--- src/rtl/core/ecu_pkg.sv ---
// Package for the elementwise combine unit: types, constants and rounding helper.
`timescale 1ns / 1ps
package ecu_pkg;

  localparam int DATA_W    = 16;
  localparam int NUM_LANES = 4;
  localparam int FRAC_W    = 8;
  localparam int PROD_W    = 2 * DATA_W;
  localparam int SUM_W     = PROD_W + 2;
  localparam int Q_W       = SUM_W + 1 - FRAC_W;
  localparam int N_W       = 3;
  localparam int CFG_IDX_W = 3;
  localparam int PIPE_D    = 6;

  localparam logic [N_W-1:0] N_MIN = N_W'(2);
  localparam logic [N_W-1:0] N_MAX = N_W'(NUM_LANES);

  localparam logic signed [DATA_W-1:0] COEFF_ONE = DATA_W'(1 << FRAC_W);
  localparam logic signed [DATA_W-1:0] DATA_MAX  = {1'b0, {(DATA_W-1){1'b1}}};
  localparam logic signed [DATA_W-1:0] DATA_MIN  = {1'b1, {(DATA_W-1){1'b0}}};

  typedef enum logic [1:0] {
    MODE_PROD = 2'd0,
    MODE_SUM  = 2'd1,
    MODE_MAX  = 2'd2,
    MODE_BAD  = 2'd3
  } op_mode_t;

  typedef enum logic [CFG_IDX_W-1:0] {
    REG_OP_MODE    = 3'd0,
    REG_NUM_INPUTS = 3'd1,
    REG_COEFF_A    = 3'd2,
    REG_COEFF_B    = 3'd3,
    REG_COEFF_C    = 3'd4,
    REG_COEFF_D    = 3'd5
  } cfg_reg_t;

  typedef logic signed [DATA_W-1:0] data_t;
  typedef logic signed [PROD_W-1:0] prod_t;
  typedef logic signed [SUM_W-1:0]  sum_t;

  typedef struct packed {
    logic signed [DATA_W-1:0] elem_a;
    logic signed [DATA_W-1:0] elem_b;
    logic signed [DATA_W-1:0] elem_c;
    logic signed [DATA_W-1:0] elem_d;
  } in_beat_t;

  typedef struct packed {
    logic signed [DATA_W-1:0] combined;
    logic                     clipped;
    logic                     bad_mode;
  } out_beat_t;

  typedef struct packed {
    logic                     clip;
    logic signed [DATA_W-1:0] val;
  } res_t;

  typedef struct packed {
    op_mode_t       mode;
    logic [N_W-1:0] n;
  } ctrl_t;

  // Q18.16 -> Q8.8: add half, floor, saturate.
  function automatic res_t round_sat(input sum_t v);
    logic signed [SUM_W:0] t;
    logic signed [Q_W-1:0] q;
    logic                  ovf;
    res_t                  r;
    t   = (SUM_W+1)'(v) + (SUM_W+1)'(1 << (FRAC_W - 1));
    q   = t[SUM_W:FRAC_W];
    ovf = !((&q[Q_W-1:DATA_W-1]) || !(|q[Q_W-1:DATA_W-1]));
    r.clip = ovf;
    if (ovf) begin
      r.val = q[Q_W-1] ? DATA_MIN : DATA_MAX;
    end else begin
      r.val = q[DATA_W-1:0];
    end
    return r;
  endfunction

endpackage

--- src/rtl/core/ecu_prod_chain.sv ---
// Product chain: multiply active elements in order, round and saturate after each step.
`timescale 1ns / 1ps
module ecu_prod_chain
  import ecu_pkg::*;
(
  input  logic           clk,
  input  logic           en,
  input  in_beat_t       in_beat,
  input  logic [N_W-1:0] n,
  output res_t           res_r
);

  // stage 1
  prod_t          m1_r;
  data_t          c1_r, d1_r;
  logic [N_W-1:0] n1_r;
  // stage 2
  res_t           acc2_r;
  data_t          c2_r, d2_r;
  logic [N_W-1:0] n2_r;
  // stage 3
  prod_t          m3_r;
  res_t           acc3_r;
  data_t          d3_r;
  logic [N_W-1:0] n3_r;
  // stage 4
  res_t           acc4_r;
  data_t          d4_r;
  logic [N_W-1:0] n4_r;
  // stage 5
  prod_t          m5_r;
  res_t           acc5_r;
  logic [N_W-1:0] n5_r;

  res_t rs3, rs5, acc4_nxt, res_nxt;

  always_comb begin
    rs3 = round_sat(SUM_W'(m3_r));
    rs5 = round_sat(SUM_W'(m5_r));
    acc4_nxt = acc3_r;
    if (n3_r > N_W'(2)) begin
      acc4_nxt.val  = rs3.val;
      acc4_nxt.clip = acc3_r.clip | rs3.clip;
    end
    res_nxt = acc5_r;
    if (n5_r > N_W'(3)) begin
      res_nxt.val  = rs5.val;
      res_nxt.clip = acc5_r.clip | rs5.clip;
    end
  end

  always_ff @(posedge clk) begin
    if (en) begin
      m1_r   <= prod_t'(in_beat.elem_a) * prod_t'(in_beat.elem_b);
      c1_r   <= in_beat.elem_c;
      d1_r   <= in_beat.elem_d;
      n1_r   <= n;

      acc2_r <= round_sat(SUM_W'(m1_r));
      c2_r   <= c1_r;
      d2_r   <= d1_r;
      n2_r   <= n1_r;

      m3_r   <= prod_t'(acc2_r.val) * prod_t'(c2_r);
      acc3_r <= acc2_r;
      d3_r   <= d2_r;
      n3_r   <= n2_r;

      acc4_r <= acc4_nxt;
      d4_r   <= d3_r;
      n4_r   <= n3_r;

      m5_r   <= prod_t'(acc4_r.val) * prod_t'(d4_r);
      acc5_r <= acc4_r;
      n5_r   <= n4_r;

      res_r  <= res_nxt;
    end
  end

endmodule

--- config.mk ---
export PLATFORM = sky130hd
export DESIGN_NAME = ecu_prod_chain
export DESIGN_NICKNAME = d
export VERILOG_FILES = /design/src/rtl/core/ecu_pkg.sv /design/src/rtl/core/ecu_prod_chain.sv
export SDC_FILE = /design/constraint.sdc
export NUM_CORES = 2
export LEC_CHECK = 0
export ABC_CLOCK_PERIOD_IN_PS = 19300
export BUFFER_PORTS_ARGS = -buffer_cell sky130_fd_sc_hd__buf_2
export CAP_MARGIN = 20
export CORE_MARGIN = 3
export CORE_UTILIZATION = 55
export DETAILED_ROUTE_END_ITERATION = 7
export GPL_TIMING_DRIVEN = 0
export PLACE_DENSITY = 0.8
export SLEW_MARGIN = 20
export SYNTH_ARGS = -nofsm -noshare
export SYNTH_HDL_FRONTEND = slang
export SYNTH_SLANG_ARGS = --single-unit
--- constraint.sdc ---
create_clock -name clk -period 19.3 [get_ports clk]
set_input_delay 1.93 -clock clk [delete_from_list [all_inputs] [get_ports clk]]
set_output_delay 1.93 -clock clk [all_outputs]
set_load 0.05 [all_outputs]
==> impl_metrics.json <==
{
  "status": "finished, final reports clean",
  "cts_hold_buf": 0,
  "synth_cell_type_count": 78,
  "fin_worst_skew_ns": 0.02916,
  "drtIter0Drc": 1811,
  "critical_path_class": "in2reg",
  "vias": 25910,
  "finalCriticalPeriod_ns": 8.183,
  "syn-cell-area_sq_um": 38730,
  "die_w_um": 271.4,
  "slew_violations": 0,
  "cts-htree-levels": 1,
  "dieArea_sq_um": 73640,
  "dpl.hpwl_um": 71330,
  "dpl.cell_count": 4751,
  "synth.most_common_cell": "inv_1",
  "period_share_pct": 42.40,
  "avgRoutedWirePerCell_um": 18.03,
  "slew_headroom_pct": 26.15,
  "synth_common_cells": "inv_1 (860), fa_1 (783), nand2_1 (398)",
  "drive_above_1_share_pct": 4.825,
  "viasPerCell": 5.389,
  "initial_core_util_pct": 55.98,
  "first_global_vias": 28090,
  "cts_root_buf": "clkbuf_16",
  "cp.arrival_ns": 8.50,
  "avgSynthCellArea_sq_um": 10.38,
  "die_h_um": 271.4,
  "setup_slack_ns": 11.12,
  "crit_path_cell_trace": "buf_2 > clkbuf_1 > nand2_1 > fa_1 > fa_1 > fa_1 > inv_1 > fa_1 > fa_1 > inv_1 > fa_1 > inv_1 > ha_1 > a211oi_1 > o21ai_0 > o211ai_1 > a21oi_1 > a211o_1 > nor3_1 > o21ai_0 > o41ai_1 > xnor2_1",
  "ys_ff_latch": 267,
  "clk_latency_ns": 0.60,
  "ys.flop_type": "edfxtp_1",
  "maxCapViolations": 0,
  "finalNonFillerCells": 4808,
  "critPathSlowestCell": "fa_1",
  "setup_violations": 0,
  "place_congestion": 0.9533,
  "path_clk_slew_ns": 0.06,
  "antenna_found_initial": 1,
  "post-place-ws_ns": 10.64,
  "grt_first_pass_wirelength_um": 145100,
  "yosys.area.top_type": "fa_1",
  "postSynth.asyncResetShare_pct": 0,
  "min_path_type": "reg2reg",
  "drt-total-wl_um": 86680,
  "crit_family": "adder cells",
  "startpoint_type": "primary input",
  "cts_tree": "done",
  "antenna_left": 0,
  "yosysTopAreaCellShare_pct": 40.47,
  "coreArea_sq_um": 69190,
  "rsz0062_at_grt": "false",
  "worstMarginPinSlew_ns": 1.098,
  "cts_max_path_buffers": 3,
  "clock_sinks": 267,
  "area_delta_synth_final_pct": 6.858,
  "path_buf_inv": 5,
  "holdWs_ns": 0.3994,
  "fmax_ghz": 0.1222,
  "route.detailed.drc": 0,
  "grt_max_degree": 107,
  "synth_edf_count": 267,
  "fp-row-count": 96,
  "io_pins": 86,
  "synth.net_count": 4825,
  "grt.total_usage_pct": 24.75,
  "fillerInstances": 5750,
  "finalSetupTns_ns": 0,
  "syn-instance-count": 3733,
  "cp_max_fo": 10,
  "cts_buffers": 30,
  "cp_data_required_time_ns": 19.62,
  "cts_setup_buffers": 0,
  "hold_viol_final": 0,
  "ys_warn_count": 0,
  "ys_seq_area_share_pct": 20.70,
  "layout.nets": 4944,
  "cpPeakStageDelay_ns": 0.56,
  "worst_path_most_repeated_cell": "fa_1",
  "ctsResizeCount": 0,
  "synth_area_leaders": "fa_1 (40%), edfxtp_1 (21%), inv_1 (8.3%), ha_1 (7.8%), and2_1 (5.9%)",
  "overflow": 0,
  "first_pass_iters": 6,
  "io_buffers": 85,
  "end_kind": "flip-flop"
}
## registers in the layout, summed over array words and instances (netlist names)
signal,flops
c1_r,16
n2_r,3
n1_r,3
d2_r,16
acc5_r,17
n5_r,1
acc3_r,17
acc2_r,17
d1_r,16
m5_r,25
d3_r,16
n3_r,3
res_r,17
c2_r,16
d4_r,16
n4_r,1
m1_r,25
m3_r,25
acc4_r,17
## layout make-up
cell class / count / area (sq um) / area share, %
clock inverters: 24 / 240.2 / 0.5804
well taps: 931 / 1165 / 2.815
repair buffers: 87 / 490.5 / 1.185
flip-flops and latches: 267 / 8018 / 19.37
diodes: 1 / 2.502 / 0.006046
clock buffers: 32 / 758.2 / 1.832
multi-input cells: 2490 / 27000 / 65.24
plain buffers: 116 / 483.0 / 1.167
inverters: 860 / 3228 / 7.800
## cell usage in the layout, fill, tap and decap left out, drive strengths merged, types with 7 or more instances in the layout
cell | synthesis | final
o21a | 9 | 9
buf | 11 | 98
nand2b | 16 | 16
nand2 | 398 | 398
nand3 | 41 | 41
clkbuf | 105 | 137
o22ai | 29 | 29
or2 | 7 | 7
and3 | 21 | 21
fa | 783 | 783
a21oi | 54 | 54
and4 | 7 | 7
a21o | 24 | 24
nand4 | 35 | 35
nor2b | 14 | 14
xnor2 | 100 | 100
xor2 | 38 | 38
o211ai | 7 | 7
o21ai | 69 | 69
nor2 | 139 | 139
inv | 860 | 862
nor3 | 19 | 19
edfxtp | 267 | 267
clkinv | 0 | 17
and2 | 365 | 365
nor4 | 7 | 7
ha | 240 | 240
a31oi | 9 | 9
## kinds of logic (layout without fill, tap and decap cells)
kind of cell             count (synthesis)  after routing  share of synthesized area, %
AO/OA/AOI/OAI                          241            241                         3.999
AND/OR/NAND/NOR                       1082           1082                         14.20
XOR/XNOR                               138            138                         3.121
buffers and inverters                  976           1119                         9.582
flip-flops                             267            267                         20.70
adder cells (fa/ha/maj)               1023           1023                         48.22
other                                    0              1                             0
multiplexers                             6              6                        0.1712
## per-stage QoR
stage / area (sq um) / utilization [%]
5_1_grt: 41380 / 59.82
3_3_place_gp: 40320 / 58.28
2_1_floorplan: 38730 / -
3_5_place_dp: 40390 / 58.37
4_1_cts: 41380 / 59.82
6_report: 41390 / 59.82
## path summary, 6_finish.rpt
check | from | endpoint | slack (ns) | cells after the start
max | in_beat[58] | m1_r[31] | 11.12 | 22
min | d3_r[15] | d4_r[15] | 0.40 | 0
max reg2reg | acc2_r[15] | m3_r[30] | 11.83 | 19
min reg2reg | d3_r[15] | d4_r[15] | 0.40 | 0
## per-layer routing
metal  wire, um  GRT usage, %  share of wire (%)  vias up
met3       6715         4.322                7.7      218
li1           -             -                  -    11590
met5         11             0              0.013        -
met4       3286         7.752                3.8        2
met1      35380         33.59                 41    13140
met2      41280         40.96                 48      962
Power is not shown: default switching activity piles up to over one toggle a cycle in this logic, so the estimate is an artifact.
