## src/rtl/core/ecu_pkg.sv

```systemverilog
// Package for the elementwise combine unit: types, constants and rounding helper.
`timescale 1ns / 1ps
package ecu_pkg;

  localparam int DATA_W    = 16;
  localparam int NUM_LANES = 4;
  localparam int FRAC_W    = 8;
  localparam int PROD_W    = 2 * DATA_W;
  localparam int SUM_W     = PROD_W + 2;
  localparam int Q_W       = SUM_W + 1 - FRAC_W;
  localparam int N_W       = 3;
  localparam int CFG_IDX_W = 3;
  localparam int PIPE_D    = 6;

  localparam logic [N_W-1:0] N_MIN = N_W'(2);
  localparam logic [N_W-1:0] N_MAX = N_W'(NUM_LANES);

  localparam logic signed [DATA_W-1:0] COEFF_ONE = DATA_W'(1 << FRAC_W);
  localparam logic signed [DATA_W-1:0] DATA_MAX  = {1'b0, {(DATA_W-1){1'b1}}};
  localparam logic signed [DATA_W-1:0] DATA_MIN  = {1'b1, {(DATA_W-1){1'b0}}};

  typedef enum logic [1:0] {
    MODE_PROD = 2'd0,
    MODE_SUM  = 2'd1,
    MODE_MAX  = 2'd2,
    MODE_BAD  = 2'd3
  } op_mode_t;

  typedef enum logic [CFG_IDX_W-1:0] {
    REG_OP_MODE    = 3'd0,
    REG_NUM_INPUTS = 3'd1,
    REG_COEFF_A    = 3'd2,
    REG_COEFF_B    = 3'd3,
    REG_COEFF_C    = 3'd4,
    REG_COEFF_D    = 3'd5
  } cfg_reg_t;

  typedef logic signed [DATA_W-1:0] data_t;
  typedef logic signed [PROD_W-1:0] prod_t;
  typedef logic signed [SUM_W-1:0]  sum_t;

  typedef struct packed {
    logic signed [DATA_W-1:0] elem_a;
    logic signed [DATA_W-1:0] elem_b;
    logic signed [DATA_W-1:0] elem_c;
    logic signed [DATA_W-1:0] elem_d;
  } in_beat_t;

  typedef struct packed {
    logic signed [DATA_W-1:0] combined;
    logic                     clipped;
    logic                     bad_mode;
  } out_beat_t;

  typedef struct packed {
    logic                     clip;
    logic signed [DATA_W-1:0] val;
  } res_t;

  typedef struct packed {
    op_mode_t       mode;
    logic [N_W-1:0] n;
  } ctrl_t;

  // Q18.16 -> Q8.8: add half, floor, saturate.
  function automatic res_t round_sat(input sum_t v);
    logic signed [SUM_W:0] t;
    logic signed [Q_W-1:0] q;
    logic                  ovf;
    res_t                  r;
    t   = (SUM_W+1)'(v) + (SUM_W+1)'(1 << (FRAC_W - 1));
    q   = t[SUM_W:FRAC_W];
    ovf = !((&q[Q_W-1:DATA_W-1]) || !(|q[Q_W-1:DATA_W-1]));
    r.clip = ovf;
    if (ovf) begin
      r.val = q[Q_W-1] ? DATA_MIN : DATA_MAX;
    end else begin
      r.val = q[DATA_W-1:0];
    end
    return r;
  endfunction

endpackage

```

## src/rtl/core/ecu_merge.sv

```systemverilog
// Merge stage: sums the lane products and finds the lane maximum, then forms the beat.
`timescale 1ns / 1ps
module ecu_merge
  import ecu_pkg::*;
(
  input  logic                 clk,
  input  logic                 en,
  input  op_mode_t             mode,
  input  prod_t                wprod [NUM_LANES],
  input  data_t                elem  [NUM_LANES],
  input  logic [NUM_LANES-1:0] active,
  output out_beat_t            beat_r
);

  sum_t     sum_nxt, sum_r;
  data_t    max_nxt, max_r;
  op_mode_t mode_r;
  res_t     sum_res;
  out_beat_t beat_nxt;

  always_comb begin
    sum_nxt = '0;
    for (int i = 0; i < NUM_LANES; i++) begin
      sum_nxt = sum_nxt + SUM_W'(wprod[i]);
    end
    max_nxt = elem[0];
    for (int i = 1; i < NUM_LANES; i++) begin
      if (active[i] && (elem[i] > max_nxt)) begin
        max_nxt = elem[i];
      end
    end
  end

  always_comb begin
    sum_res  = round_sat(sum_r);
    beat_nxt = '0;
    unique case (mode_r)
      MODE_SUM: begin
        beat_nxt.combined = sum_res.val;
        beat_nxt.clipped  = sum_res.clip;
      end
      MODE_MAX: beat_nxt.combined = max_r;
      MODE_BAD: beat_nxt.bad_mode = 1'b1;
      MODE_PROD: beat_nxt = '0;  // filled from the product chain later
    endcase
  end

  always_ff @(posedge clk) begin
    if (en) begin
      sum_r  <= sum_nxt;
      max_r  <= max_nxt;
      mode_r <= mode;
      beat_r <= beat_nxt;
    end
  end

endmodule

```

## config.mk

```make
export PLATFORM = sky130hd
export DESIGN_NAME = ecu_merge
export DESIGN_NICKNAME = d
export VERILOG_FILES = /design/src/rtl/core/ecu_pkg.sv /design/src/rtl/core/ecu_merge.sv
export SDC_FILE = /design/constraint.sdc
export NUM_CORES = 1
export LEC_CHECK = 0
export BUFFER_PORTS_ARGS = -buffer_cell sky130_fd_sc_hd__clkbuf_2
export CORE_UTILIZATION = 35
export CTS_BUF_LIST = sky130_fd_sc_hd__clkbuf_8 sky130_fd_sc_hd__clkbuf_16
export DETAILED_ROUTE_END_ITERATION = 8
export SYNTH_ARGS = -nofsm -noshare
export SYNTH_HDL_FRONTEND = slang
export SYNTH_SLANG_ARGS = --single-unit
```

## constraint.sdc

```tcl
create_clock -name clk -period 8.49 [get_ports clk]
set_input_delay 1.698 -clock clk [delete_from_list [all_inputs] [get_ports clk]]
set_output_delay 1.698 -clock clk [all_outputs]
set_load 0.05 [all_outputs]
```

==> flow_summary.ini, run 1 <==
[power_and_ir_drop]
swShare = 0.379
power_w = 0.00190
p_sw_w = 0.000719
peakVddDrop_mv = 0.108
internal_power_w = 0.00118
leakagePower_nw = 4.24
p_per_area_nw_per_um2 = 207
power_frac_comb = 0.486
p_seq_frac = 0.303
clkPwrFrac = 0.211

[timing]
setup_viol_count_final = 0
period_minus_slack_ps = 7970
rsz0062_at_grt = false
clock.fmax_mhz = 125
finalClockSkew_ps = 5.07
maxSlewViolCount = 0
timing.slew.headroom = 0.265
hold_viol = 0
setup_tns_ps = 0
period_share = 0.939
worst-slew-pin-transition_ps = 1100

[critical_path]
worst-path-buf-inv = 4
path_class = in -> reg
cp-start-kind = input pin
crit_family = compound AO/OA/AOI/OAI gates
critPathMostFrequentCell = a21o_1
endpoint_kind = flip-flop
critPathArrivalTime_ps = 8060
crit_path_top_delay_cell = a222oi_1
path_max_fanout = 31
required_ps = 8570
cpPeakStageDelay_ps = 420

[synth]
ys_ff_latch = 63
syn_nets = 1078
synth_top_area_cell = edfxtp_1
synth_cell_type_count = 62
async_reset_ff_frac = 0
ys_warn_count = 0
ys.flop_type = edfxtp_1
synth_top_area_frac = 0.255
syn-instance-count = 731
synth-edff-count = 63
ys_seq_area_frac = 0.255
yosysMostFrequentCell = ha_1
syn_area_per_cell_um2 = 10.1
netlist_top_cells_count = ha_1 (83), fa_1 (64), edfxtp_1 (63), nor2_1 (49), inv_1 (48)
syn_area_um2 = 7420
yosys-top-cells-area = edfxtp_1 (25%), fa_1 (17%), ha_1 (14%)

[route]
vias = 6200
drt_iter0_markers = 370
vias_per_cell = 5.07
dr.pass1.iters = 5
routed_wl_um = 17000
drc = 0
avgRoutedWirePerCell_um = 13.9
antenna_left = 0

[clock_network]
cts_inserted_buffers = 9
htreeDepth = 3
clock_sinks = 63
cts_root_buf = clkbuf_16
cts_tree = yes
clockBufferDepth = 2
cts_resized = 0
cts_hold_buf = 0
cts_setup_buffers = 0
clkLatencyLatePin_ps = 330
clk_pin_slew_ps = 60

[global_routing]
grt.overflow.total = 0
grt_antenna_before_repair = 0
grt_pass1_wl_um = 27700
grt_usage = 0.159
grt_max_degree = 64
grt_pass1_vias = 6001

[die]
start_util = 0.362
pin_count = 218
dieArea_um2 = 21800
core_area_um2 = 20500
row_count = 52
die_height_um = 148
die_x_um = 148

[finish]
area_delta_synth_final_pct = 23.7
final_util = 0.448
drive_gt1_frac = 0.284
diodes = 0
layout.nets = 1296
fill_cells = 2003

[placed_design]
io_buffers = 216
dp_hpwl_um = 14500
gp_congestion = 0.855

[run]
cap_viol_max_count = 0

[hold_path]
hp-class = reg -> reg

[outcome]
status = completed
[registers in the layout, indices dropped and copies added, names as in the netlist]
| register | cells |
|---|---|
| beat_r | 18 |
| max_r | 16 |
| mode_r | 2 |
| sum_r | 27 |
[cell type report]
| cell class | instances | area (µm²) | share of cell area |
|---|---|---|---|
| multi-input combinational | 597 | 5240 | 0.571 |
| inverter | 48 | 180 | 0.0196 |
| timing repair buffer | 230 | 1200 | 0.131 |
| sequential | 63 | 1890 | 0.206 |
| tap | 270 | 338 | 0.0368 |
| clock inverter | 7 | 104 | 0.0113 |
| clock buffer | 9 | 225 | 0.0245 |
[routing by layer]
layer	vias to the layer above	wire length [µm]	part of all wire	global-route usage
met5	-	0	0	0
met4	0	284	0.017	0.0392
met3	21	862	0.051	0.0321
met2	154	8290	0.49	0.276
met1	2853	7600	0.45	0.200
li1	3172	-	-	-
[placed cells by master, fill, tap and decap left out, types with 3 or more instances in the layout]
cell / Yosys / routed
a222oi_1: 9 / 9
o21ai_0: 16 / 16
and2_1: 4 / 4
fa_1: 64 / 64
clkbuf_2: 0 / 216
a22o_1: 9 / 9
nand4_1: 23 / 23
o21a_1: 8 / 8
a21o_1: 35 / 35
nor3b_1: 11 / 11
nand2_1: 37 / 37
a221o_1: 15 / 15
ha_1: 83 / 83
inv_1: 48 / 48
o22ai_1: 4 / 4
or3_1: 4 / 4
nor3_1: 14 / 14
edfxtp_1: 63 / 63
xnor2_1: 29 / 29
buf_4: 1 / 13
nand2b_1: 5 / 5
nor2b_1: 8 / 8
nor2_1: 49 / 48
a31o_2: 8 / 8
nand3b_1: 6 / 6
and3_1: 7 / 7
o31ai_1: 9 / 9
nand3_1: 23 / 23
or2_2: 9 / 9
inv_6: 0 / 3
a21oi_1: 42 / 42
clkbuf_16: 0 / 9
o21bai_1: 3 / 3
mux2i_1: 3 / 3
nor4_1: 3 / 3
xor2_1: 15 / 15
a211oi_1: 14 / 14
[power by group through the flow]
stage,logic (W),registers [W],clock network (W)
4_1_cts,0.000935,0.000575,0.000408
5_1_grt,0.00105,0.000592,0.000424
6_report,0.000922,0.000575,0.000400
3_3_place_gp,0.000920,0.000580,0
2_1_floorplan,0.000672,0.000581,0
3_5_place_dp,0.000929,0.000581,0
[metrics by stage]
| stage | cells | hold slack, ps | area (µm²) | setup slack (ps) |
|---|---|---|---|---|
| floorplan | 731 | 525 | 7420 | 206 |
| global placement | 1208 | 543 | 8850 | 280 |
| detailed placement | 1208 | 539 | 8850 | 240 |
| CTS | 1224 | 548 | 9180 | 545 |
| global route | 1224 | 566 | 9180 | 135 |
| finish | 1224 | 544 | 9180 | 517 |
[cell families (layout without fill, tap and decap cells)]
| logic type | count (synthesis) | count (layout) | synth area share |
|---|---|---|---|
| muxes | 4 | 4 | 0.00556 |
| AOI/OAI and AO/OA | 191 | 191 | 0.185 |
| DFF | 63 | 63 | 0.255 |
| xor gates and xnor gates | 44 | 44 | 0.0519 |
| buffers and inverters | 71 | 294 | 0.0386 |
| adders and majority gates | 147 | 147 | 0.313 |
| and+or+nand+nor | 211 | 211 | 0.151 |
[worst paths after layout]
kind	startpoint	end	slack, ps	depth (start not counted)
worst max-delay path	elem[49]	max_r[0]	520	31
worst min-delay path	max_r[6]	beat_r[8]	540	1
worst max register to register	sum_r[15]	beat_r[10]	5140	9
worst min register to register	max_r[6]	beat_r[8]	540	1
(Power assumes the default switching activity.)
==> inputs of run 2 (changes only) <==
--- a/config.mk
+++ b/config.mk
@@ -9,6 +9,7 @@
 export CORE_UTILIZATION = 35
 export CTS_BUF_LIST = sky130_fd_sc_hd__clkbuf_8 sky130_fd_sc_hd__clkbuf_16
 export DETAILED_ROUTE_END_ITERATION = 8
+export GPL_TIMING_DRIVEN = 0
 export SYNTH_ARGS = -nofsm -noshare
 export SYNTH_HDL_FRONTEND = slang
 export SYNTH_SLANG_ARGS = --single-unit
==> flow_summary.ini, run 2 (synthesis results as in run 1) <==
[die]
core_area_um2 = 20500
dieArea_um2 = 21800
die_x_um = 148
pin_count = 218
die_height_um = 148
row_count = 52
start_util = 0.362

[timing]
period_share = 0.961
maxSlewViolCount = 0
clock.fmax_mhz = 123
period_minus_slack_ps = 8160
setup_viol_count_final = 0
finalClockSkew_ps = 6.28
setup_tns_ps = 0
hold_viol = 0
timing.slew.headroom = 0.407
worst-slew-pin-transition_ps = 889

[critical_path]
crit_start = elem[49]
ff2ff_setup_slack_ps = 5290
r2r_end = beat_r[10]
crit_path_end = max_r[11]
reg2regPathDepth = 10
r2r_start = sum_r[15]
path_max_fanout = 10
critPathMostFrequentCell = a21o_1
required_ps = 8610
path_class = in -> reg
cpPeakStageDelay_ps = 340
crit_path_top_delay_cell = a2111oi_1
cp-start-kind = input pin
critPathArrivalTime_ps = 8270
endpoint_kind = flip-flop

[finish]
drive_gt1_frac = 0.294
largest-register = sum_r
largest_reg_flops = 27
area_delta_synth_final_pct = 25.6
layout_common_cells = clkbuf_2 (219), ha_1 (83), fa_1 (64), edfxtp_1 (63)
fill_cells = 2032
layout.nets = 1314
final_common_cell = clkbuf_2
final_area_um2 = 9320
biggestRegsByFlops = sum_r: 27 flops, beat_r: 18 flops, max_r: 16 flops

[global_routing]
grt_pass1_wl_um = 28800
grt_max_degree = 64
grt_antenna_before_repair = 1
grt_pass1_vias = 6064
grt_usage = 0.165
grt.overflow.total = 0

[route]
vias = 6439
vias_per_cell = 5.18
drt_iter0_markers = 383
dr.pass1.iters = 7
routed_wl_um = 18100
drc = 0
avgRoutedWirePerCell_um = 14.5
antenna_left = 0

[placed_design]
io_buffers = 216
gp_congestion = 0.863
placed_area_um2 = 8840
dp_hpwl_um = 15100

[clock_network]
cts_tree = yes
cts_hold_buf = 0
clock_sinks = 63
htreeDepth = 3
clkLatencyLatePin_ps = 340
clk_pin_slew_ps = 60
cts_inserted_buffers = 9
clockBufferDepth = 2
cts_root_buf = clkbuf_16

[run]
cap_viol_max_count = 0

[hold_path]
hp-class = reg -> reg

[power_and_ir_drop]
p_per_area_nw_per_um2 = 206
peakVddDrop_mv = 0.113
leakagePower_nw = 4.29

[outcome]
status = completed
-- run 2: changes by cell type in the layout (fill, tap and decap cells not counted), moves of 2 or more --
| cell | delta |
|---|---|
| clkbuf_2 | +3 |
| buf_2 | +3 |
| clkbuf_4 | +3 |
| a21oi_2 | +2 |
| buf_6 | +2 |
| clkbuf_1 | +10 |
| a21oi_1 | -2 |
| buf_4 | -2 |
-- run 2: critical path, delay by kind of cell --
kind,cells,cell delay (ps)
adder cells (fa/ha/maj),3,900
buffers and inverters,5,880
AND/OR/NAND/NOR,4,330
AO/OA/AOI/OAI,22,4440
-- run 2: worst min path at each step --
stage,cells past startpoint,to,slack [ps],start
final,1,beat_r[12],550,max_r[10]
after detailed placement,1,beat_r[16],540,max_r[14]
after global routing,1,beat_r[4],580,max_r[2]
after CTS,1,beat_r[12],550,max_r[10]
after floorplan,1,beat_r[10],520,max_r[8]
after global placement,1,beat_r[16],540,max_r[14]
-- run 2: per-stage QoR --
stage | util | total power, W | hold slack (ps) | setup slack (ps) | instances
final | 0.455 | 0.00192 | 549 | 334 | 1243
after floorplan | - | 0.00125 | 525 | 206 | 731
after global placement | 0.431 | 0.00150 | 539 | -1230 | 1217
after CTS | 0.450 | 0.00193 | 546 | 51.7 | 1233
after detailed placement | 0.431 | 0.00151 | 535 | -1310 | 1217
after global routing | 0.455 | 0.00209 | 578 | -37.7 | 1243
-- run 2: layout make-up --
| class | instances | area (µm²) | area share |
|---|---|---|---|
| diodes | 1 | 2.50 | 0.000268 |
| plain buffers | 22 | 118 | 0.0126 |
| flip-flops and latches | 63 | 1890 | 0.203 |
| multi-input cells | 597 | 5300 | 0.569 |
| clock buffers | 9 | 225 | 0.0242 |
| well taps | 270 | 338 | 0.0362 |
| inverters | 48 | 180 | 0.0193 |
| clock inverters | 7 | 104 | 0.0111 |
| repair buffers | 226 | 1160 | 0.124 |
-- run 2: per-layer routing --
metal | vias up | global-route usage | routed length (µm)
met5 | - | 0 | 0
met4 | 0 | 0.0443 | 379
met3 | 23 | 0.0333 | 943
met2 | 171 | 0.279 | 8560
met1 | 3029 | 0.215 | 8190
li1 | 3216 | - | -
-- run 2: timing repair --
item | in CTS | in global routing
setup buffers | 1 | 9
gates cloned | 0 | 0
setup endpoints to repair | 16 | 16
pin swaps | 1 | 7
gates resized for setup | 12 | 15
-- run 2: power by group --
group	switching [W]	internal, W
logic	0.000515	0.000432
clock network	0.000143	0.000261
registers	0.0000791	0.000491
total	0.000737	0.00118
