--- src/rtl/core/ecu_pkg.sv ---
// Package for the elementwise combine unit: types, constants and rounding helper.
`timescale 1ns / 1ps
package ecu_pkg;

  localparam int DATA_W    = 16;
  localparam int NUM_LANES = 4;
  localparam int FRAC_W    = 8;
  localparam int PROD_W    = 2 * DATA_W;
  localparam int SUM_W     = PROD_W + 2;
  localparam int Q_W       = SUM_W + 1 - FRAC_W;
  localparam int N_W       = 3;
  localparam int CFG_IDX_W = 3;
  localparam int PIPE_D    = 6;

  localparam logic [N_W-1:0] N_MIN = N_W'(2);
  localparam logic [N_W-1:0] N_MAX = N_W'(NUM_LANES);

  localparam logic signed [DATA_W-1:0] COEFF_ONE = DATA_W'(1 << FRAC_W);
  localparam logic signed [DATA_W-1:0] DATA_MAX  = {1'b0, {(DATA_W-1){1'b1}}};
  localparam logic signed [DATA_W-1:0] DATA_MIN  = {1'b1, {(DATA_W-1){1'b0}}};

  typedef enum logic [1:0] {
    MODE_PROD = 2'd0,
    MODE_SUM  = 2'd1,
    MODE_MAX  = 2'd2,
    MODE_BAD  = 2'd3
  } op_mode_t;

  typedef enum logic [CFG_IDX_W-1:0] {
    REG_OP_MODE    = 3'd0,
    REG_NUM_INPUTS = 3'd1,
    REG_COEFF_A    = 3'd2,
    REG_COEFF_B    = 3'd3,
    REG_COEFF_C    = 3'd4,
    REG_COEFF_D    = 3'd5
  } cfg_reg_t;

  typedef logic signed [DATA_W-1:0] data_t;
  typedef logic signed [PROD_W-1:0] prod_t;
  typedef logic signed [SUM_W-1:0]  sum_t;

  typedef struct packed {
    logic signed [DATA_W-1:0] elem_a;
    logic signed [DATA_W-1:0] elem_b;
    logic signed [DATA_W-1:0] elem_c;
    logic signed [DATA_W-1:0] elem_d;
  } in_beat_t;

  typedef struct packed {
    logic signed [DATA_W-1:0] combined;
    logic                     clipped;
    logic                     bad_mode;
  } out_beat_t;

  typedef struct packed {
    logic                     clip;
    logic signed [DATA_W-1:0] val;
  } res_t;

  typedef struct packed {
    op_mode_t       mode;
    logic [N_W-1:0] n;
  } ctrl_t;

  // Q18.16 -> Q8.8: add half, floor, saturate.
  function automatic res_t round_sat(input sum_t v);
    logic signed [SUM_W:0] t;
    logic signed [Q_W-1:0] q;
    logic                  ovf;
    res_t                  r;
    t   = (SUM_W+1)'(v) + (SUM_W+1)'(1 << (FRAC_W - 1));
    q   = t[SUM_W:FRAC_W];
    ovf = !((&q[Q_W-1:DATA_W-1]) || !(|q[Q_W-1:DATA_W-1]));
    r.clip = ovf;
    if (ovf) begin
      r.val = q[Q_W-1] ? DATA_MIN : DATA_MAX;
    end else begin
      r.val = q[DATA_W-1:0];
    end
    return r;
  endfunction

endpackage

--- src/rtl/core/ecu_lane.sv ---
// One lane: registered coefficient times element, masked when the lane is unused.
`timescale 1ns / 1ps
module ecu_lane
  import ecu_pkg::*;
(
  input  logic  clk,
  input  logic  en,
  input  logic  active,
  input  data_t coeff,
  input  data_t elem,
  output prod_t wprod_r,
  output data_t elem_r,
  output logic  active_r
);

  prod_t wprod_nxt;

  assign wprod_nxt = active ? prod_t'(coeff) * prod_t'(elem) : '0;

  always_ff @(posedge clk) begin
    if (en) begin
      wprod_r  <= wprod_nxt;
      elem_r   <= elem;
      active_r <= active;
    end
  end

endmodule

--- config.mk ---
export PLATFORM = sky130hd
export DESIGN_NAME = ecu_lane
export DESIGN_NICKNAME = d
export VERILOG_FILES = /design/src/rtl/core/ecu_pkg.sv /design/src/rtl/core/ecu_lane.sv
export SDC_FILE = /design/constraint.sdc
export NUM_CORES = 1
export LEC_CHECK = 0
export ABC_AREA = 1
export BUFFER_PORTS_ARGS = -buffer_cell sky130_fd_sc_hd__buf_2
export CAP_MARGIN = 40
export CORE_MARGIN = 1.5
export CORE_UTILIZATION = 45
export DETAILED_ROUTE_END_ITERATION = 8
export PLACE_DENSITY = 0.69
export RECOVER_POWER = 100
export SLEW_MARGIN = 10
export SYNTH_ARGS = -nofsm -noshare
export SYNTH_HDL_FRONTEND = slang
export SYNTH_SLANG_ARGS = --single-unit
--- constraint.sdc ---
create_clock -name clk -period 8.2 [get_ports clk]
set_clock_uncertainty 0.15 [all_clocks]
set_input_delay 1.23 -clock clk [delete_from_list [all_inputs] [get_ports clk]]
set_output_delay 1.23 -clock clk [all_outputs]
set_load 0.01 [all_outputs]
==> reports/qor.yml, run 1 <==
setup_path:
  cp_cell_sequence: "clkbuf_1, nand2_1, fa_1, inv_1, fa_1, fa_1, fa_1, fa_1, inv_1, fa_1, inv_1, ha_1, nand2_1, nor2_1, inv_1, nor2_1, and2_1, nand2_1, nand2_1, nand2_1, nand2_1, nor2_1"
  end_kind: "flop"
  path_max_fanout: 17
  start_kind: "primary input"
  worstPathRequired_ps: 8130
  arrival_ps: 7190
  cp_num_cells: 22
  critPathBufInv: 5
  max_stage_delay_ps: 750
  cp_top_family: "adder cells"
  path_class: "primary input to flop"
  cp_slowest_cell: "clkbuf_1"
run_status:
  violations: "capacitance limit, slew limit"
  outcome: "complete, but fails checks"
finish:
  nNetsFinal: 1975
  post-route-cell-area_um2: 13000
  fillers: 2632
  syn2layout_area_growth_pct: 5.32
  fin_cells: 1939
  drive_above_1_share: 0.0175
cts:
  cts_setup_buffers: 0
  clkSlewWorstSetupHoldPaths_ps: 80
  cts_root_buf: "clkbuf_16"
  numClockSinks: 49
  cts_buffer_depth: 2
  cts_buffers: 5
  cts-resized-gates: 0
  cts_tree: "done"
  htree_levels: 2
  ctsHoldBuffers: 0
synth:
  synthDistinctLibCells: 26
  synth_top_family_by_area: "adder cells"
  synthMuxAreaShare: 0
  synth_top_area_frac: 0.424
  syn_inst: 1567
  synthAdderAreaFrac: 0.507
  synth_area_leaders: "fa_1 (42%), inv_1 (15%), nand2_1 (13%), edfxtp_1 (12%), ha_1 (8.3%)"
  synth-xor-area-share: 0.00212
  synth-compound-area-share: 0.0265
  seq_area_frac_synth: 0.119
  syn_avg_cell_area_um2: 7.90
  synthesis.area_um2: 12400
  yosysTopAreaCell: "fa_1"
  ys_ff_latch: 49
  syn_nets: 1946
  yosys.area_share.simple: 0.180
  ys.warnings.count: 0
grt:
  grt_usage: 0.236
  grt_pass1_vias: 10600
  antenna_found_initial: 1
  grt_max_degree: 32
  grt_pass1_wl_mm: 52.5
  grt-ovfl-total: 0
detailed_routing:
  viasPerCell: 5.00
  routed.top_layer: "met4"
  drt-initial-drc-count: 689
  dr.pass1.iters: 5
  met3_length_mm: 2.01
  routed_wl_mm: 30.7
  via_count: 9693
  ant_nets: 0
  met2_length_mm: 15.5
  wl_met1_mm: 12.3
  drc: 0
  avgRoutedWirePerCell_um: 15.8
floorplanning:
  rows: 60
  start_util: 0.459
  die_h_um: 169
  core_area_um2: 27000
  fp.dieArea_um2: 28500
  io_pins: 84
  die_width_um: 169
sta:
  final_hold_viol_count: 0
  tightest_slew_ps: 2020
  rsz0062_at_grt: "false"
  setup-tns-final_ps: 0
  post-route-min-period_ps: 7260
  relSlewSlack: -0.350
  period_share: 0.886
  finalMaxSlewViolations: 32
  report.final.setup_viol: 0
  clock.fmax_mhz: 138
placement:
  numPortBuffers: 83
  place.gp.congestion: 0.929
  dpl-instance-area_um2: 13000
  dp_hpwl_mm: 25.0
  dpl.cell_count: 1930
min_path:
  hp-class: "primary input to flop"
  min_path_cells: 1
job:
  cap_viol_max_count: 1
## logic make-up (layout without fill, tap and decap cells)
logic type | Yosys count | count (layout)
compound gates | 59 | 59
xor+xnor | 3 | 3
fa+ha+maj | 344 | 344
buf+inv | 546 | 576
flops | 49 | 49
other cells | 0 | 1
simple gates | 566 | 566
## placed cells by master (no fill, tap or decap), types with 2 or more instances in the layout
cell type | netlist | layout
clkbuf_16 | 0 | 5
or2_2 | 3 | 3
nor3_1 | 6 | 6
and2_1 | 5 | 4
clkbuf_1 | 59 | 69
nand4_1 | 8 | 8
xnor2_1 | 2 | 2
o21ai_0 | 13 | 13
nand3b_1 | 3 | 3
nand3_1 | 26 | 26
nor2_1 | 78 | 81
fa_1 | 262 | 262
buf_2 | 1 | 17
inv_1 | 484 | 484
a21oi_1 | 33 | 33
o21a_1 | 5 | 5
o21bai_1 | 6 | 6
ha_1 | 82 | 82
edfxtp_1 | 49 | 49
nand2_1 | 432 | 433
## per-stage QoR
| stage | setup slack, ps | utilization | hold WS [ps] |
|---|---|---|---|
| 2_1_floorplan | 1600 | - | 1180 |
| 5_1_grt | 560 | 0.484 | 945 |
| 4_1_cts | 1470 | 0.488 | 939 |
| 3_5_place_dp | 1130 | 0.482 | 1280 |
| 6_report | 936 | 0.484 | 950 |
| 3_3_place_gp | 1240 | 0.482 | 1270 |
## routing by layer
layer | up-vias | track usage
met5 | - | 0
met1 | 4798 | 0.301
met3 | 65 | 0.0245
met2 | 359 | 0.423
li1 | 4471 | -
met4 | 0 | 0.0741
## state kept, by name, indices dropped and copies added (netlist names)
| register | count |
|---|---|
| active_r | 1 |
| elem_r | 16 |
| wprod_r | 32 |
## final cells by class
class                   count  area [um2]  area share
repair buffers             84         337      0.0258
clock buffers               7         133      0.0102
diodes                      1        2.50    0.000192
inverters                 484        1820       0.139
well taps                 341         427      0.0327
multi-input cells         972        8840       0.678
clock inverters             1        7.51    0.000576
flip-flops and latches     49        1470       0.113
## worst paths after layout
path	to	start
max	wprod_r[31]$_SDFFCE_PN0P_	elem[4]
min	elem_r[15]$_DFFE_PP_	elem[15]
## cell usage after synthesis
| cell type | count |
|---|---|
| o21a_1 | 5 |
| nor2_2 | 4 |
| o21ai_0 | 13 |
| xnor2_1 | 2 |
| o21bai_1 | 6 |
| buf_4 | 1 |
| nand2_2 | 1 |
| edfxtp_1 | 49 |
| nand2_1 | 432 |
| nand4_1 | 8 |
| or2_2 | 3 |
| nand3b_1 | 3 |
| and2_1 | 5 |
| fa_1 | 262 |
| inv_1 | 484 |
| a31oi_1 | 1 |
| xor2_1 | 1 |
| ha_1 | 82 |
| buf_1 | 1 |
| buf_2 | 1 |
| a21oi_2 | 1 |
| nor3_1 | 6 |
| nand3_1 | 26 |
| nor2_1 | 78 |
| clkbuf_1 | 59 |
| a21oi_1 | 33 |
Power of run 1 is not shown: default switching activity piles up to over one toggle a cycle in this logic, so the estimate is an artifact.
==> run 2, diff against run 1 <==
--- a/config.mk
+++ b/config.mk
@@ -8,6 +8,7 @@
 export ABC_AREA = 1
 export BUFFER_PORTS_ARGS = -buffer_cell sky130_fd_sc_hd__buf_2
 export CAP_MARGIN = 40
+export CORE_ASPECT_RATIO = 0.75
 export CORE_MARGIN = 1.5
 export CORE_UTILIZATION = 45
 export DETAILED_ROUTE_END_ITERATION = 8
==> run 2 against run 1 <==
  * The flow still finishes with violations (capacitance limit, slew limit)
  * Global-route usage decreased by 1.4 points
  * Worst setup slack improved by 8.7 ps
  * First-iteration DRC count decreased by 2.3%
  * Design area increased by 0.27%
  * Critical path type unchanged
  * Non-clock buffer count unchanged
  * Hold slack improved by 26 ps
  * Via count decreased by 2.2%
  * Flip-flop and latch count unchanged
  * Utilization about the same
  * Sequential share of layout area about the same
  * Wire length decreased by 3.8%
==> reports/qor.yml, run 2 (synthesis gave the netlist of run 1 again) <==
sta:
  relSlewSlack: -0.350  # about the same
  post-route-min-period_ps: 7250  # was 7260 ps
  clock.fmax_mhz: 138  # about the same
  period_share: 0.885  # was 0.886
  tightest_slew_ps: 2030  # was 2020 ps
  report.final.setup_viol: 0  # unchanged
  final_hold_viol_count: 0  # unchanged
  rsz0062_at_grt: "false"  # unchanged
  setup-tns-final_ps: 0  # unchanged
  finalMaxSlewViolations: 38  # was 32
cts:
  cts_buffer_depth: 2  # unchanged
  clkSlewWorstSetupHoldPaths_ps: 70  # was 80 ps
  cts_tree: "done"  # unchanged
  cts_root_buf: "clkbuf_16"  # unchanged
  ctsHoldBuffers: 0  # unchanged
  cts-resized-gates: 0  # unchanged
  numClockSinks: 49  # unchanged
  cts_buffers: 5  # unchanged
  cts_setup_buffers: 0  # unchanged
  htree_levels: 2  # unchanged
setup_path:
  arrival_ps: 7160  # was 7190 ps
  max_stage_delay_ps: 840  # was 750 ps
  critPathBufInv: 4  # was 5
  cp_slowest_cell: "fa_1"  # was clkbuf_1
  start_kind: "primary input"  # unchanged
  end_kind: "flop"  # unchanged
  cp_cell_sequence: "clkbuf_1, nand2_1, inv_1, fa_1, fa_1, inv_1, fa_1, fa_1, fa_1, fa_1, inv_1, ha_1, nand2_1, nor2_1, and2_1, and2_1, nand2_1, nand2_1, nand2_1, nand2_1, nor2_1"  # was clkbuf_1, nand2_1, fa_1, inv_1, fa_1, fa_1, fa_1, fa_1, inv_1, fa_1, inv_1, ha_1, nand2_1, nor2_1, inv_1, nor2_1, and2_1, nand2_1, nand2_1, nand2_1, nand2_1, nor2_1
  path_class: "primary input to flop"  # unchanged
  path_max_fanout: 17  # unchanged
  worstPathRequired_ps: 8110  # was 8130 ps
  cp_top_family: "adder cells"  # unchanged
detailed_routing:
  ant_nets: 0  # unchanged
  drc: 0  # unchanged
  dr.pass1.iters: 7  # was 5
  avgRoutedWirePerCell_um: 15.2  # was 15.8 um
  drt-initial-drc-count: 673  # was 689
  via_count: 9476  # was 9693
  viasPerCell: 4.86  # was 5.00
  routed_wl_mm: 29.6  # was 30.7 mm
finish:
  drive_above_1_share: 0.0182  # was 0.0175
  reg_top3: "wprod_r: 32 flops, elem_r: 16 flops, active_r: 1 flops"  # unchanged
  nNetsFinal: 1975  # unchanged
  antennaDiodeCount: 0  # was 1
  largest_reg_flops: 32  # unchanged
  top_register: "wprod_r"  # unchanged
  layout_commonest_cell: "inv_1"  # unchanged
  mostFrequentLayoutCells: "inv_1 (484), nand2_1 (433), fa_1 (262)"  # unchanged
  syn2layout_area_growth_pct: 5.60  # was 5.32%
  fillers: 2615  # was 2632
job:
  cap_viol_max_count: 1  # unchanged
floorplanning:
  fp.dieArea_um2: 28500  # about the same
  die_h_um: 147  # was 169 um
  core_area_um2: 27000  # about the same
  io_pins: 84  # unchanged
  rows: 52  # was 60
  start_util: 0.458  # was 0.459
  die_width_um: 195  # was 169 um
grt:
  grt_pass1_vias: 9772  # was 10600
  grt_usage: 0.223  # was 0.236
  grt_pass1_wl_mm: 49.5  # was 52.5 mm
  antenna_found_initial: 1  # unchanged
  grt-ovfl-total: 0  # unchanged
  grt_max_degree: 38  # was 32
min_path:
  hp-class: "primary input to flop"  # unchanged
placement:
  numPortBuffers: 83  # unchanged
  dp_hpwl_mm: 24.8  # was 25.0 mm
  place.gp.congestion: 0.946  # was 0.929
run_status:
  violations: "capacitance limit, slew limit"  # unchanged
  outcome: "complete, but fails checks"  # unchanged
[run 2: final timing paths]
| check | cells past startpoint | to | slack, ps | startpoint |
|---|---|---|---|---|
| min | 1 | elem_r[15]$_DFFE_PP_ | 980 | elem[15] |
| max | 21 | wprod_r[31]$_SDFFCE_PN0P_ | 950 | elem[2] |
[run 2: stage by stage]
stage	std cells	util	worst slack, ps	area (um2)	hold slack, ps
after detailed placement	1940	0.482	1090	13000	1280
after CTS	1948	0.488	1400	13200	968
after floorplan	1567	-	1600	12400	1180
after global routing	1948	0.484	537	13100	971
final	1948	0.484	945	13100	976
after global placement	1939	0.481	1160	13000	1270
[run 2: layout make-up]
cell class                 instances  area, um2  area share
inverter                         484       1820       0.139
sequential                        49       1470       0.113
timing repair buffer              84        337      0.0257
clock inverter                     2       33.8     0.00258
tap                              351        439      0.0336
multi-input combinational        972       8850       0.677
clock buffer                       6        129     0.00986
[run 2: metal layers]
| layer | vias to the layer above | wire [um] | GRT usage |
|---|---|---|---|
| met1 | 4621 | 12800 | 0.310 |
| met2 | 321 | 13700 | 0.363 |
| met4 | 2 | 826 | 0.0633 |
| li1 | 4479 | - | - |
| met5 | - | 7 | 0 |
| met3 | 53 | 2170 | 0.0340 |
Power of run 2 is left out for the same reason.
==> run 3, diff against run 2 <==
==> constraint.sdc (replaced) <==
create_clock -name clk -period 8.64 [get_ports clk]
set_clock_uncertainty 0.15 [all_clocks]
set_input_delay 1.296 -clock clk [delete_from_list [all_inputs] [get_ports clk]]
set_output_delay 1.296 -clock clk [all_outputs]
set_load 0.01 [all_outputs]
==> run 3 against run 2 <==
  * Critical endpoint is now wprod_r[23]$_SDFFCE_PN0P_
  * Wire length down 0.19%
  * Utilization stayed put
  * Largest cell class unchanged
  * The flow still finishes with violations (capacitance limit, slew limit)
  * Non-clock buffer count stayed put
==> reports/qor.yml, run 3 (synthesis gave the netlist of run 1 again) <==
placement:
  dp_hpwl_mm: 24.9  # was 24.8 mm
  place.gp.congestion: 0.946  # about the same
  numPortBuffers: 83  # unchanged
  dpl-instance-area_um2: 13000  # unchanged
grt:
  grt_pass1_vias: 9739  # was 9772
  use_met1: 0.308  # was 0.310
  busiest_layer: "met2"  # unchanged
  use_met2: 0.371  # was 0.363
  grt_max_degree: 38  # unchanged
  grt_pass1_wl_mm: 49.6  # was 49.5 mm
  grt_usage: 0.223  # about the same
  use_met3: 0.0409  # was 0.0340
  antenna_found_initial: 0  # was 1
  grt-ovfl-total: 0  # unchanged
setup_path:
  path_max_fanout: 17  # unchanged
  cp_cell_sequence: "clkbuf_1, nand2_1, inv_1, fa_1, fa_1, fa_1, fa_1, fa_1, inv_1, fa_1, inv_1, ha_1, nand2_1, nor2_1, inv_1, nor2_1, nand4_1, nand3b_1, nand2_1, nand2_1, nor2_1"  # was clkbuf_1, nand2_1, inv_1, fa_1, fa_1, inv_1, fa_1, fa_1, fa_1, fa_1, inv_1, ha_1, nand2_1, nor2_1, and2_1, and2_1, nand2_1, nand2_1, nand2_1, nand2_1, nor2_1
  worstPathRequired_ps: 8540  # was 8110 ps
  end_kind: "flop"  # unchanged
  max_stage_delay_ps: 840  # about the same
  cp_common_cell: "fa_1"
  critPathBufInv: 5  # was 4
  start_kind: "primary input"  # unchanged
  path_class: "primary input to flop"  # unchanged
  arrival_ps: 7360  # was 7160 ps
  cp_num_cells: 21  # unchanged
  cp_slowest_cell: "fa_1"  # unchanged
  cp_top_family: "adder cells"  # unchanged
finish:
  layout_commonest_cell: "inv_1"  # unchanged
  reg_top3: "wprod_r: 32 flops, elem_r: 16 flops, active_r: 1 flops"  # unchanged
  post-route-cell-area_um2: 13100  # unchanged
  syn2layout_area_growth_pct: 5.60  # unchanged
  multi_input_area_um2: 8850  # unchanged
  mostFrequentLayoutCells: "inv_1 (484), nand2_1 (432), fa_1 (262)"  # was inv_1 (484), nand2_1 (433), fa_1 (262)
  largest_reg_flops: 32  # unchanged
  regArea_um2: 1470  # unchanged
  finish.utilization: 0.484  # unchanged
  nNetsFinal: 1975  # unchanged
  top_register: "wprod_r"  # unchanged
  drive_above_1_share: 0.0182  # unchanged
  antennaDiodeCount: 0  # unchanged
  fillers: 2623  # was 2615
sta:
  final_hold_viol_count: 0  # unchanged
  period_share: 0.863
  rsz0062_at_grt: "false"  # unchanged
  report.final.setup_viol: 0  # unchanged
  post-route-min-period_ps: 7450
  clock.fmax_mhz: 134
  relSlewSlack: -0.394  # was -0.350
  setup-tns-final_ps: 0  # unchanged
  finalMaxSlewViolations: 38  # unchanged
  tightest_slew_ps: 2090  # was 2030 ps
cts:
  cts_buffers: 5  # unchanged
  htree_levels: 2  # unchanged
  cts_buffer_depth: 2  # unchanged
  cts-resized-gates: 0  # unchanged
  clkSlewWorstSetupHoldPaths_ps: 70  # about the same
  cts_setup_buffers: 0  # unchanged
  numClockSinks: 49  # unchanged
  ctsHoldBuffers: 0  # unchanged
  cts_root_buf: "clkbuf_16"  # unchanged
  cts_tree: "done"  # unchanged
run_status:
  violations: "capacitance limit, slew limit"  # unchanged
  outcome: "complete, but fails checks"  # unchanged
floorplanning:
  rows: 52  # unchanged
  core_area_um2: 27000  # unchanged
  io_pins: 84  # unchanged
  die_width_um: 195  # unchanged
  start_util: 0.458  # unchanged
  fp.dieArea_um2: 28500  # unchanged
  die_h_um: 147  # unchanged
min_path:
  hp-class: "primary input to flop"  # unchanged
  min_path_cells: 1  # unchanged
detailed_routing:
  drc: 0  # unchanged
  ant_nets: 0  # unchanged
  viasPerCell: 4.85  # was 4.86
  dr.pass1.iters: 5  # was 7
  drt-initial-drc-count: 626  # was 673
  via_count: 9442  # was 9476
  routed_wl_mm: 29.5  # was 29.6 mm
  avgRoutedWirePerCell_um: 15.1  # was 15.2 um
job:
  cap_viol_max_count: 1  # unchanged
[run 3: path summary, 6_finish.rpt]
| kind | end | startpoint | slack (ps) |
|---|---|---|---|
| worst max-delay path | wprod_r[23]$_SDFFCE_PN0P_ | elem[1] | 1190 |
| worst min-delay path | elem_r[15]$_DFFE_PP_ | elem[15] | 1050 |
[run 3: area by class of cell]
cell class,count,share of cell area
flip-flops and latches,49,0.113
inverters,484,0.139
clock buffers,6,0.00986
repair buffers,84,0.0257
well taps,351,0.0336
clock inverters,2,0.00258
multi-input cells,972,0.677
[run 3: through the flow]
stage / std cells / hold WS [ps] / setup WS [ps]
2_1_floorplan: 1567 / 1240 / 1970
3_3_place_gp: 1939 / 1340 / 1540
3_5_place_dp: 1940 / 1350 / 1470
4_1_cts: 1948 / 1040 / 1780
5_1_grt: 1948 / 1040 / 801
6_report: 1948 / 1050 / 1190
[run 3: metal layers]
layer,routed length (um),part of all wire
met1,12600,0.43
met2,14100,0.48
met3,2430,0.082
met4,366,0.012
met5,0,0
Power of run 3 is left out for the same reason.
